==> src/sv/tcm_pkg.sv <==
// Package with the request and response types and the constants of the timestamp clock mapper.
package tcm_pkg;

   // Clock tags as carried in the request and reported in the response.
   typedef enum logic [1:0] {
      CLK_UNKNOWN   = 2'd0,
      CLK_REALTIME  = 2'd1,
      CLK_MONOTONIC = 2'd2,
      CLK_OTHER     = 2'd3
   } tcm_clock_type;

   // Handling of a request whose clock tag is unknown.
   typedef enum logic [1:0] {
      POLICY_REJECT    = 2'd0,
      POLICY_REALTIME  = 2'd1,
      POLICY_MONOTONIC = 2'd2,
      POLICY_SPARE     = 2'd3
   } tcm_policy_type;

   // Register indexes of the control port.
   localparam int unsigned CSR_INDEX_WIDTH = 3;
   typedef enum logic [CSR_INDEX_WIDTH-1:0] {
      CSR_UNKNOWN_POLICY      = 3'd0,
      CSR_HOST_REALTIME_NS    = 3'd1,
      CSR_HOST_MONOTONIC_NS   = 3'd2,
      CSR_HOST_UNCERTAINTY_NS = 3'd3,
      CSR_HOST_SAMPLE_OK      = 3'd4
   } tcm_csr_index_type;

   localparam logic [29:0] NS_PER_SEC    = 30'd1000000000;
   // Largest representable wall-clock time: (2^32-1) seconds plus 999999999 ns.
   localparam logic [62:0] MAX_MAPPED_NS = 63'd4294967295999999999;

   typedef struct packed {
      logic signed [63:0] stamp_seconds;
      logic [31:0]        stamp_nanos;
      logic [1:0]         stamp_clock;
   } tcm_req_type;

   typedef struct packed {
      logic               map_ok;
      logic [1:0]         used_clock;
      logic [62:0]        source_total_ns;
      logic signed [63:0] offset_ns;
      logic [62:0]        mapped_ns;
      logic [63:0]        error_bound_ns;
   } tcm_rsp_type;

endpackage

==> src/sv/timestamp_clock_mapper.sv <==
// Top level of the timestamp clock mapper: a five-register pipeline from camera stamp to wall time.
//
// Usage
// The request channel (req_valid, req_ready, req_data) takes one camera timestamp per request:
// signed seconds, nanoseconds and a clock tag. The response channel (rsp_valid, rsp_ready,
// rsp_data) returns exactly one result per request, in request order.
// The control channel (csr_valid, csr_ready, csr_index, csr_wdata) writes the unknown-clock
// policy and the host clock pair; it is always ready and must only be used while no request is
// in flight. Writes to an index beyond the register list are ignored.
// A request taken into the first register moves through the other four in order to the
// response register; one request per cycle is taken while the receiver takes responses.
// The pipeline has five registers (the low 32 and next 31 bits of the seconds form two partial
// products with 1e9 in the first, the partial sums are added over the next two, the host offset is
// added in the fourth and the final range check and result selection load the response register).
// Each stage has its own valid bit and loads whenever the stage after it is empty or moving,
// so bubbles close up and a request is taken while a finished response still waits.
// When the receiver stalls, the response stays valid and unchanged and the stages behind it
// fill up; req_ready falls only once all five are occupied. Nothing is lost or repeated.
// Reset clears every valid bit and all control registers, which gives a reject policy, a zero
// host pair and a host sample marked invalid.
module timestamp_clock_mapper
   import tcm_pkg::*;
(
   input  logic                       clock,
   input  logic                       reset,
   input  logic                       req_valid,
   output logic                       req_ready,
   input  tcm_req_type                req_data,
   output logic                       rsp_valid,
   input  logic                       rsp_ready,
   output tcm_rsp_type                rsp_data,
   input  logic                       csr_valid,
   output logic                       csr_ready,
   input  logic [CSR_INDEX_WIDTH-1:0] csr_index,
   input  logic [63:0]                csr_wdata
);

   // ------------------------------------------------------------------
   // Control registers.
   // ------------------------------------------------------------------
   tcm_policy_type     policy_ff;
   logic [62:0]        host_rt_ff;
   logic [62:0]        host_mono_ff;
   logic [63:0]        host_unc_ff;
   logic               host_ok_ff;
   logic signed [63:0] offset_ff;
   logic signed [63:0] offset_in;

   assign csr_ready = 1'b1;

   always_ff @(posedge clock) begin
      if (reset) begin
         policy_ff    <= POLICY_REJECT;
         host_rt_ff   <= '0;
         host_mono_ff <= '0;
         host_unc_ff  <= '0;
         host_ok_ff   <= 1'b0;
      end else if (csr_valid) begin
         unique case (tcm_csr_index_type'(csr_index))
            CSR_UNKNOWN_POLICY:      policy_ff    <= tcm_policy_type'(csr_wdata[1:0]);
            CSR_HOST_REALTIME_NS:    host_rt_ff   <= csr_wdata[62:0];
            CSR_HOST_MONOTONIC_NS:   host_mono_ff <= csr_wdata[62:0];
            CSR_HOST_UNCERTAINTY_NS: host_unc_ff  <= csr_wdata;
            CSR_HOST_SAMPLE_OK:      host_ok_ff   <= csr_wdata[0];
            default: begin
            end
         endcase
      end
   end

   // Both samples are below 2^63, so the difference always fits a signed 64-bit value; it is
   // recomputed every cycle. Requests must follow a write only once idle; the block does not check.
   assign offset_in = $signed({1'b0, host_rt_ff}) - $signed({1'b0, host_mono_ff});

   always_ff @(posedge clock) begin
      offset_ff <= offset_in;
   end

   // ------------------------------------------------------------------
   // Pipeline flow control. A stage loads when it is empty or its
   // contents move on in the same cycle.
   // ------------------------------------------------------------------
   logic s1_valid_ff, s2_valid_ff, s3_valid_ff, s4_valid_ff, rsp_valid_ff;
   logic s1_valid_in, s2_valid_in, s3_valid_in, s4_valid_in, rsp_valid_in;
   logic en1, en2, en3, en4, en5;

   assign en5 = !rsp_valid_ff || rsp_ready;
   assign en4 = !s4_valid_ff || en5;
   assign en3 = !s3_valid_ff || en4;
   assign en2 = !s2_valid_ff || en3;
   assign en1 = !s1_valid_ff || en2;

   assign req_ready = en1;

   assign s1_valid_in  = en1 ? req_valid   : s1_valid_ff;
   assign s2_valid_in  = en2 ? s1_valid_ff : s2_valid_ff;
   assign s3_valid_in  = en3 ? s2_valid_ff : s3_valid_ff;
   assign s4_valid_in  = en4 ? s3_valid_ff : s4_valid_ff;
   assign rsp_valid_in = en5 ? s4_valid_ff : rsp_valid_ff;

   always_ff @(posedge clock) begin
      if (reset) begin
         s1_valid_ff  <= 1'b0;
         s2_valid_ff  <= 1'b0;
         s3_valid_ff  <= 1'b0;
         s4_valid_ff  <= 1'b0;
         rsp_valid_ff <= 1'b0;
      end else begin
         s1_valid_ff  <= s1_valid_in;
         s2_valid_ff  <= s2_valid_in;
         s3_valid_ff  <= s3_valid_in;
         s4_valid_ff  <= s4_valid_in;
         rsp_valid_ff <= rsp_valid_in;
      end
   end

   // ------------------------------------------------------------------
   // Stage 1: two partial products of seconds times 1e9, and the simple
   // rejections (negative seconds, nanoseconds of a full second or more).
   // ------------------------------------------------------------------
   logic [61:0] s1_pp_lo_ff, s1_pp_lo_in;
   logic [60:0] s1_pp_hi_ff, s1_pp_hi_in;
   logic [31:0] s1_nanos_ff;
   logic [1:0]  s1_clock_ff;
   logic        s1_bad_ff, s1_bad_in;

   assign s1_pp_lo_in = 62'(req_data.stamp_seconds[31:0]) * 62'(NS_PER_SEC);
   assign s1_pp_hi_in = 61'(req_data.stamp_seconds[62:32]) * 61'(NS_PER_SEC);
   assign s1_bad_in   = req_data.stamp_seconds[63] ||
                        (req_data.stamp_nanos >= 32'(NS_PER_SEC));

   always_ff @(posedge clock) begin
      if (en1) begin
         s1_pp_lo_ff <= s1_pp_lo_in;
         s1_pp_hi_ff <= s1_pp_hi_in;
         s1_nanos_ff <= req_data.stamp_nanos;
         s1_clock_ff <= req_data.stamp_clock;
         s1_bad_ff   <= s1_bad_in;
      end
   end

   // ------------------------------------------------------------------
   // Stage 2: add the nanoseconds to the low product; the high product
   // must stay below 2^31, or the shifted sum cannot fit 63 bits.
   // ------------------------------------------------------------------
   logic [62:0] s2_lo_sum_ff, s2_lo_sum_in;
   logic [30:0] s2_hi_ff;
   logic [1:0]  s2_clock_ff;
   logic        s2_bad_ff, s2_bad_in;

   assign s2_lo_sum_in = {1'b0, s1_pp_lo_ff} + 63'(s1_nanos_ff);
   assign s2_bad_in    = s1_bad_ff || (s1_pp_hi_ff[60:31] != '0);

   always_ff @(posedge clock) begin
      if (en2) begin
         s2_lo_sum_ff <= s2_lo_sum_in;
         s2_hi_ff     <= s1_pp_hi_ff[30:0];
         s2_clock_ff  <= s1_clock_ff;
         s2_bad_ff    <= s2_bad_in;
      end
   end

   // ------------------------------------------------------------------
   // Stage 3: source time in nanoseconds and the clock after the policy.
   // ------------------------------------------------------------------
   logic [63:0]   s3_sum;
   logic [62:0]   s3_src_ff;
   logic          s3_src_ok_ff, s3_src_ok_in;
   logic [1:0]    s3_clock_ff;
   tcm_clock_type s3_eff_ff, s3_eff_in;

   assign s3_sum       = {1'b0, s2_hi_ff, 32'd0} + {1'b0, s2_lo_sum_ff};
   assign s3_src_ok_in = !s2_bad_ff && !s3_sum[63];

   always_comb begin
      s3_eff_in = tcm_clock_type'(s2_clock_ff);
      if (tcm_clock_type'(s2_clock_ff) == CLK_UNKNOWN) begin
         priority if (policy_ff == POLICY_REALTIME) begin
            s3_eff_in = CLK_REALTIME;
         end else if (policy_ff == POLICY_MONOTONIC) begin
            s3_eff_in = CLK_MONOTONIC;
         end else begin
            s3_eff_in = CLK_UNKNOWN;
         end
      end
   end

   always_ff @(posedge clock) begin
      if (en3) begin
         s3_src_ff    <= s3_sum[62:0];
         s3_src_ok_ff <= s3_src_ok_in;
         s3_clock_ff  <= s2_clock_ff;
         s3_eff_ff    <= s3_eff_in;
      end
   end

   // ------------------------------------------------------------------
   // Stage 4: add the host offset with one guard bit for the sign, and
   // check the source time against the representable range.
   // ------------------------------------------------------------------
   logic signed [64:0] s4_mapped_ff, s4_mapped_in;
   logic [62:0]        s4_src_ff;
   logic               s4_src_ok_ff;
   logic               s4_src_range_ff, s4_src_range_in;
   logic [1:0]         s4_clock_ff;
   tcm_clock_type      s4_eff_ff;

   assign s4_mapped_in    = $signed({2'b00, s3_src_ff}) + $signed({offset_ff[63], offset_ff});
   assign s4_src_range_in = (s3_src_ff <= MAX_MAPPED_NS);

   always_ff @(posedge clock) begin
      if (en4) begin
         s4_mapped_ff    <= s4_mapped_in;
         s4_src_ff       <= s3_src_ff;
         s4_src_ok_ff    <= s3_src_ok_ff;
         s4_src_range_ff <= s4_src_range_in;
         s4_clock_ff     <= s3_clock_ff;
         s4_eff_ff       <= s3_eff_ff;
      end
   end

   // ------------------------------------------------------------------
   // Stage 5: select the response fields into the response register.
   // ------------------------------------------------------------------
   tcm_rsp_type rsp_ff, rsp_in;
   logic        mono_fit;

   // The sum never exceeds 2^64, so a clear guard bit and a bound check cover every failure.
   assign mono_fit = !s4_mapped_ff[64] && (s4_mapped_ff[63:0] <= 64'(MAX_MAPPED_NS));

   always_comb begin
      rsp_in = '0;
      priority if (!s4_src_ok_ff) begin
         // Invalid source: only the original clock tag is reported.
         rsp_in.used_clock = s4_clock_ff;
      end else if (s4_eff_ff == CLK_REALTIME) begin
         // Realtime passes through; the time is shown even when out of range.
         rsp_in.map_ok          = s4_src_range_ff;
         rsp_in.used_clock      = CLK_REALTIME;
         rsp_in.source_total_ns = s4_src_ff;
         rsp_in.mapped_ns       = s4_src_ff;
      end else if (s4_eff_ff == CLK_MONOTONIC && host_ok_ff) begin
         // A monotonic failure zeroes every field, the clock included.
         if (mono_fit) begin
            rsp_in.map_ok          = 1'b1;
            rsp_in.used_clock      = CLK_MONOTONIC;
            rsp_in.source_total_ns = s4_src_ff;
            rsp_in.offset_ns       = offset_ff;
            rsp_in.mapped_ns       = s4_mapped_ff[62:0];
            rsp_in.error_bound_ns  = host_unc_ff;
         end
      end else begin
         // Rejected clock, or monotonic without a usable host sample.
         rsp_in.used_clock      = s4_eff_ff;
         rsp_in.source_total_ns = s4_src_ff;
      end
   end

   always_ff @(posedge clock) begin
      if (en5) begin
         rsp_ff <= rsp_in;
      end
   end

   assign rsp_valid = rsp_valid_ff;
   assign rsp_data  = rsp_ff;

endmodule

==> config.mk <==
export PLATFORM = sky130hd
export DESIGN_NAME = timestamp_clock_mapper
export DESIGN_NICKNAME = d
export VERILOG_FILES = /design/src/sv/tcm_pkg.sv /design/src/sv/timestamp_clock_mapper.sv
export SDC_FILE = /design/constraint.sdc
export NUM_CORES = 2
export LEC_CHECK = 0
export BUFFER_PORTS_ARGS = -buffer_cell sky130_fd_sc_hd__buf_2
export CORE_UTILIZATION = 55
export DETAILED_ROUTE_END_ITERATION = 10
export GPL_ROUTABILITY_DRIVEN = 0
export GPL_TIMING_DRIVEN = 1
export PLACE_DENSITY = 0.77
export SLEW_MARGIN = 0
export SYNTH_ARGS = -nofsm -noshare
export SYNTH_HDL_FRONTEND = slang
export SYNTH_SLANG_ARGS = --single-unit
==> constraint.sdc <==
create_clock -name clock -period 18.3 [get_ports clock]
set_input_delay 3.66 -clock clock [delete_from_list [all_inputs] [get_ports clock]]
set_output_delay 3.66 -clock clock [all_outputs]
set_load 0.01 [all_outputs]
==> results.yml <==
setup_path:
  rr_startpoint: "s3_src_ff[0]$_DFFE_PP_"
  critical_path.startpoint: "req_data[43]"
  slowest_stage: "a2111oi_0"
  path_class: "input pin to register"
  required_ps: 18700
  critPathMaxStageDelay_ps: 810
  path_buf_inv: 5
  critical_path.max_fanout: 7
  crit_top_cell: "fa_1"
  worstPathCellList: "buf_2, inv_1, fa_1, fa_1, fa_1, fa_1, fa_1, inv_1, fa_1, inv_1, fa_1, inv_1, ha_1, a21o_1, a21o_1, a21o_1, a21oi_1, o21ai_0, a2111oi_0, a21oi_1, a21oi_1, o21bai_1, a21oi_1, xnor2_1"
  start_kind: "input pin"
  cp_top_family: "adder cells"
  end_kind: "register"
  cp.arrival_ps: 10660
final_layout:
  num-fill-cells: 9444
  syn2layout_area_growth_pct: 10.9
  fin_nets: 7909
  drive_gt1_frac: 0.104
  post-route-util: 0.616
grt:
  overflow: 0
  grt.met1_usage: 0.360
  met3_usage: 0.0375
  grtUsageMet2: 0.434
  grt_pass1_wl_um: 251000
  antenna_found_initial: 8
  track_usage: 0.264
  top_usage_layer: "met2"
  grt_pass1_vias: 45600
  grt_start_max_net_pins: 129
routing:
  postRouteAntennaNets: 0
  post_drt_wl_per_cell_um: 19.9
  vias: 45300
  vias_per_cell: 5.57
  first_pass_iters: 6
  drt-initial-drc-count: 3606
  postRouteWirelength_um: 162000
  drc_errors: 0
place:
  pre_cts_slack_ps: 7460
  port_buffers: 428
  dp_hpwl_um: 130000
clock_network:
  clock_latency_ps: 700
  root_buffer: "clkbuf_16"
  cts_tree: "yes"
  clk_pin_slew_ps: 60
  cts.repair.resized: 0
  hold_buffers: 0
  clockBufferDepth: 3
  cts-buffers-inserted: 100
  h-tree-depth: 3
  post_cts_buffers: 0
  cts_sinks: 949
sta:
  drv_slew: 0
  worstMarginPinSlew_ps: 1100
  finalCriticalPeriod_ps: 10250
  setup-violations-final: 0
  slew_headroom: 0.265
  fin_tns_setup_ps: 0
  skew_ps: 50.4
  setup_slack_ps: 8050
  rsz0062_at_grt: "no"
  timing.fmax_mhz: 97.5
  timing.final.crit_share: 0.560
  hold_viol: 0
logic_synthesis:
  yosysTopAreaCellShare: 0.308
  syn_area_per_cell_um2: 11.1
  synth_warnings: 0
  yosysMostFrequentCell: "inv_1"
  syn_nets: 7518
  synthFlopType: "edfxtp_1"
  synth-edff-count: 687
  synthTopCellsByArea: "edfxtp_1 31%, fa_1 18%, ha_1 13%"
  async_flop_share: 0
  synth_commonest_cells: "985 x inv_1, 696 x ha_1, 687 x edfxtp_1"
  syn_area_um2: 66900
  syn_inst: 6035
  ys_seq_area_frac: 0.387
  synth_top_cell_by_area: "edfxtp_1"
  ys_ff_latch: 949
  synth_cell_types: 90
die:
  dieArea_um2: 123000
  core_area_um2: 120000
  die_w_um: 351
  ioPinCount: 430
  fp-row-count: 127
  start_util: 0.556
  chipHeight_um: 351
status:
  status: "completed"
run:
  maxCapViolCount: 0
min_path:
  hp-start: "s1_pp_hi_ff[20]$_DFFE_PP_"
  min_path_type: "register to register"
-- stage by stage --
| stage | instances | hold WS (ps) | instance area [µm²] |
|---|---|---|---|
| after floorplan | 6035 | 400 | 66900 |
| after global placement | 7936 | 401 | 70600 |
| after detailed placement | 7936 | 405 | 70600 |
| after CTS | 8124 | 375 | 74100 |
| after global routing | 8128 | 378 | 74100 |
| final | 8131 | 374 | 74200 |
-- per-layer routing --
layer	up-vias	wire length, µm
li1	21100	-
met1	22200	69800
met2	1678	76500
met3	332	10700
met4	0	5140
met5	-	0
-- cells by family after synthesis --
logic type	count (synthesis)	synth area share
other	1	0.0000561
adders and majority gates	1313	0.315
buffers and inverters	1144	0.0646
AOI/OAI and AO/OA	1118	0.108
xor gates and xnor gates	282	0.0369
muxes	7	0.00109
and+or+nand+nor	1221	0.0876
DFF	949	0.387
-- flip-flops by register name (all words and copies together), names as in the netlist, 2 cells and up --
register      flops
rsp_data        257
s4_mapped_ff     65
host_unc_ff      64
offset_ff        64
host_mono_ff     63
host_rt_ff       63
s2_lo_sum_ff     63
s3_src_ff        63
s4_src_ff        63
s1_pp_lo_ff      53
s1_pp_hi_ff      52
s1_nanos_ff      32
s2_hi_ff         22
policy_ff         2
s1_clock_ff       2
s2_clock_ff       2
s3_clock_ff       2
s3_eff_ff         2
s4_clock_ff       2
s4_eff_ff         2
-- cell type report --
class                   instances  area [µm²]  share of cell area
diodes                          7        17.5            0.000236
flip-flops and latches        949       25900               0.349
clock inverters                57         746              0.0101
repair buffers                448        2300              0.0310
inverters                     985        3700              0.0500
clock buffers                 131        2740              0.0370
well taps                    1612        2020              0.0272
multi-input cells            3942       36800               0.496
-- final timing paths --
check,slack [ps],endpoint,cells after the start
min reg2reg,370,s2_hi_ff[20]$_DFFE_PP_,0
min,370,s2_hi_ff[20]$_DFFE_PP_,0
max,8050,s1_pp_lo_ff[61]$_DFFE_PP_,24
max reg2reg,14010,s4_mapped_ff[64]$_DFFE_PP_,14
-- layout by cell type, fill, tap and decap left out, types with 40 or more instances in the layout --
| cell type | n |
|---|---|
| inv_1 | 983 |
| ha_1 | 696 |
| edfxtp_1 | 687 |
| fa_1 | 617 |
| nand2_1 | 531 |
| a21oi_1 | 455 |
| buf_2 | 427 |
| dfxtp_1 | 262 |
| and2_1 | 207 |
| xnor2_1 | 195 |
| a21o_1 | 186 |
| nor2_1 | 158 |
| o21ai_0 | 131 |
| clkbuf_16 | 101 |
| xor2_1 | 87 |
| nand3_1 | 64 |
| a22o_1 | 62 |
| o21bai_1 | 52 |
| nand4_1 | 40 |
Power is not shown: default switching activity piles up to over one toggle a cycle in this logic, so the estimate is an artifact.
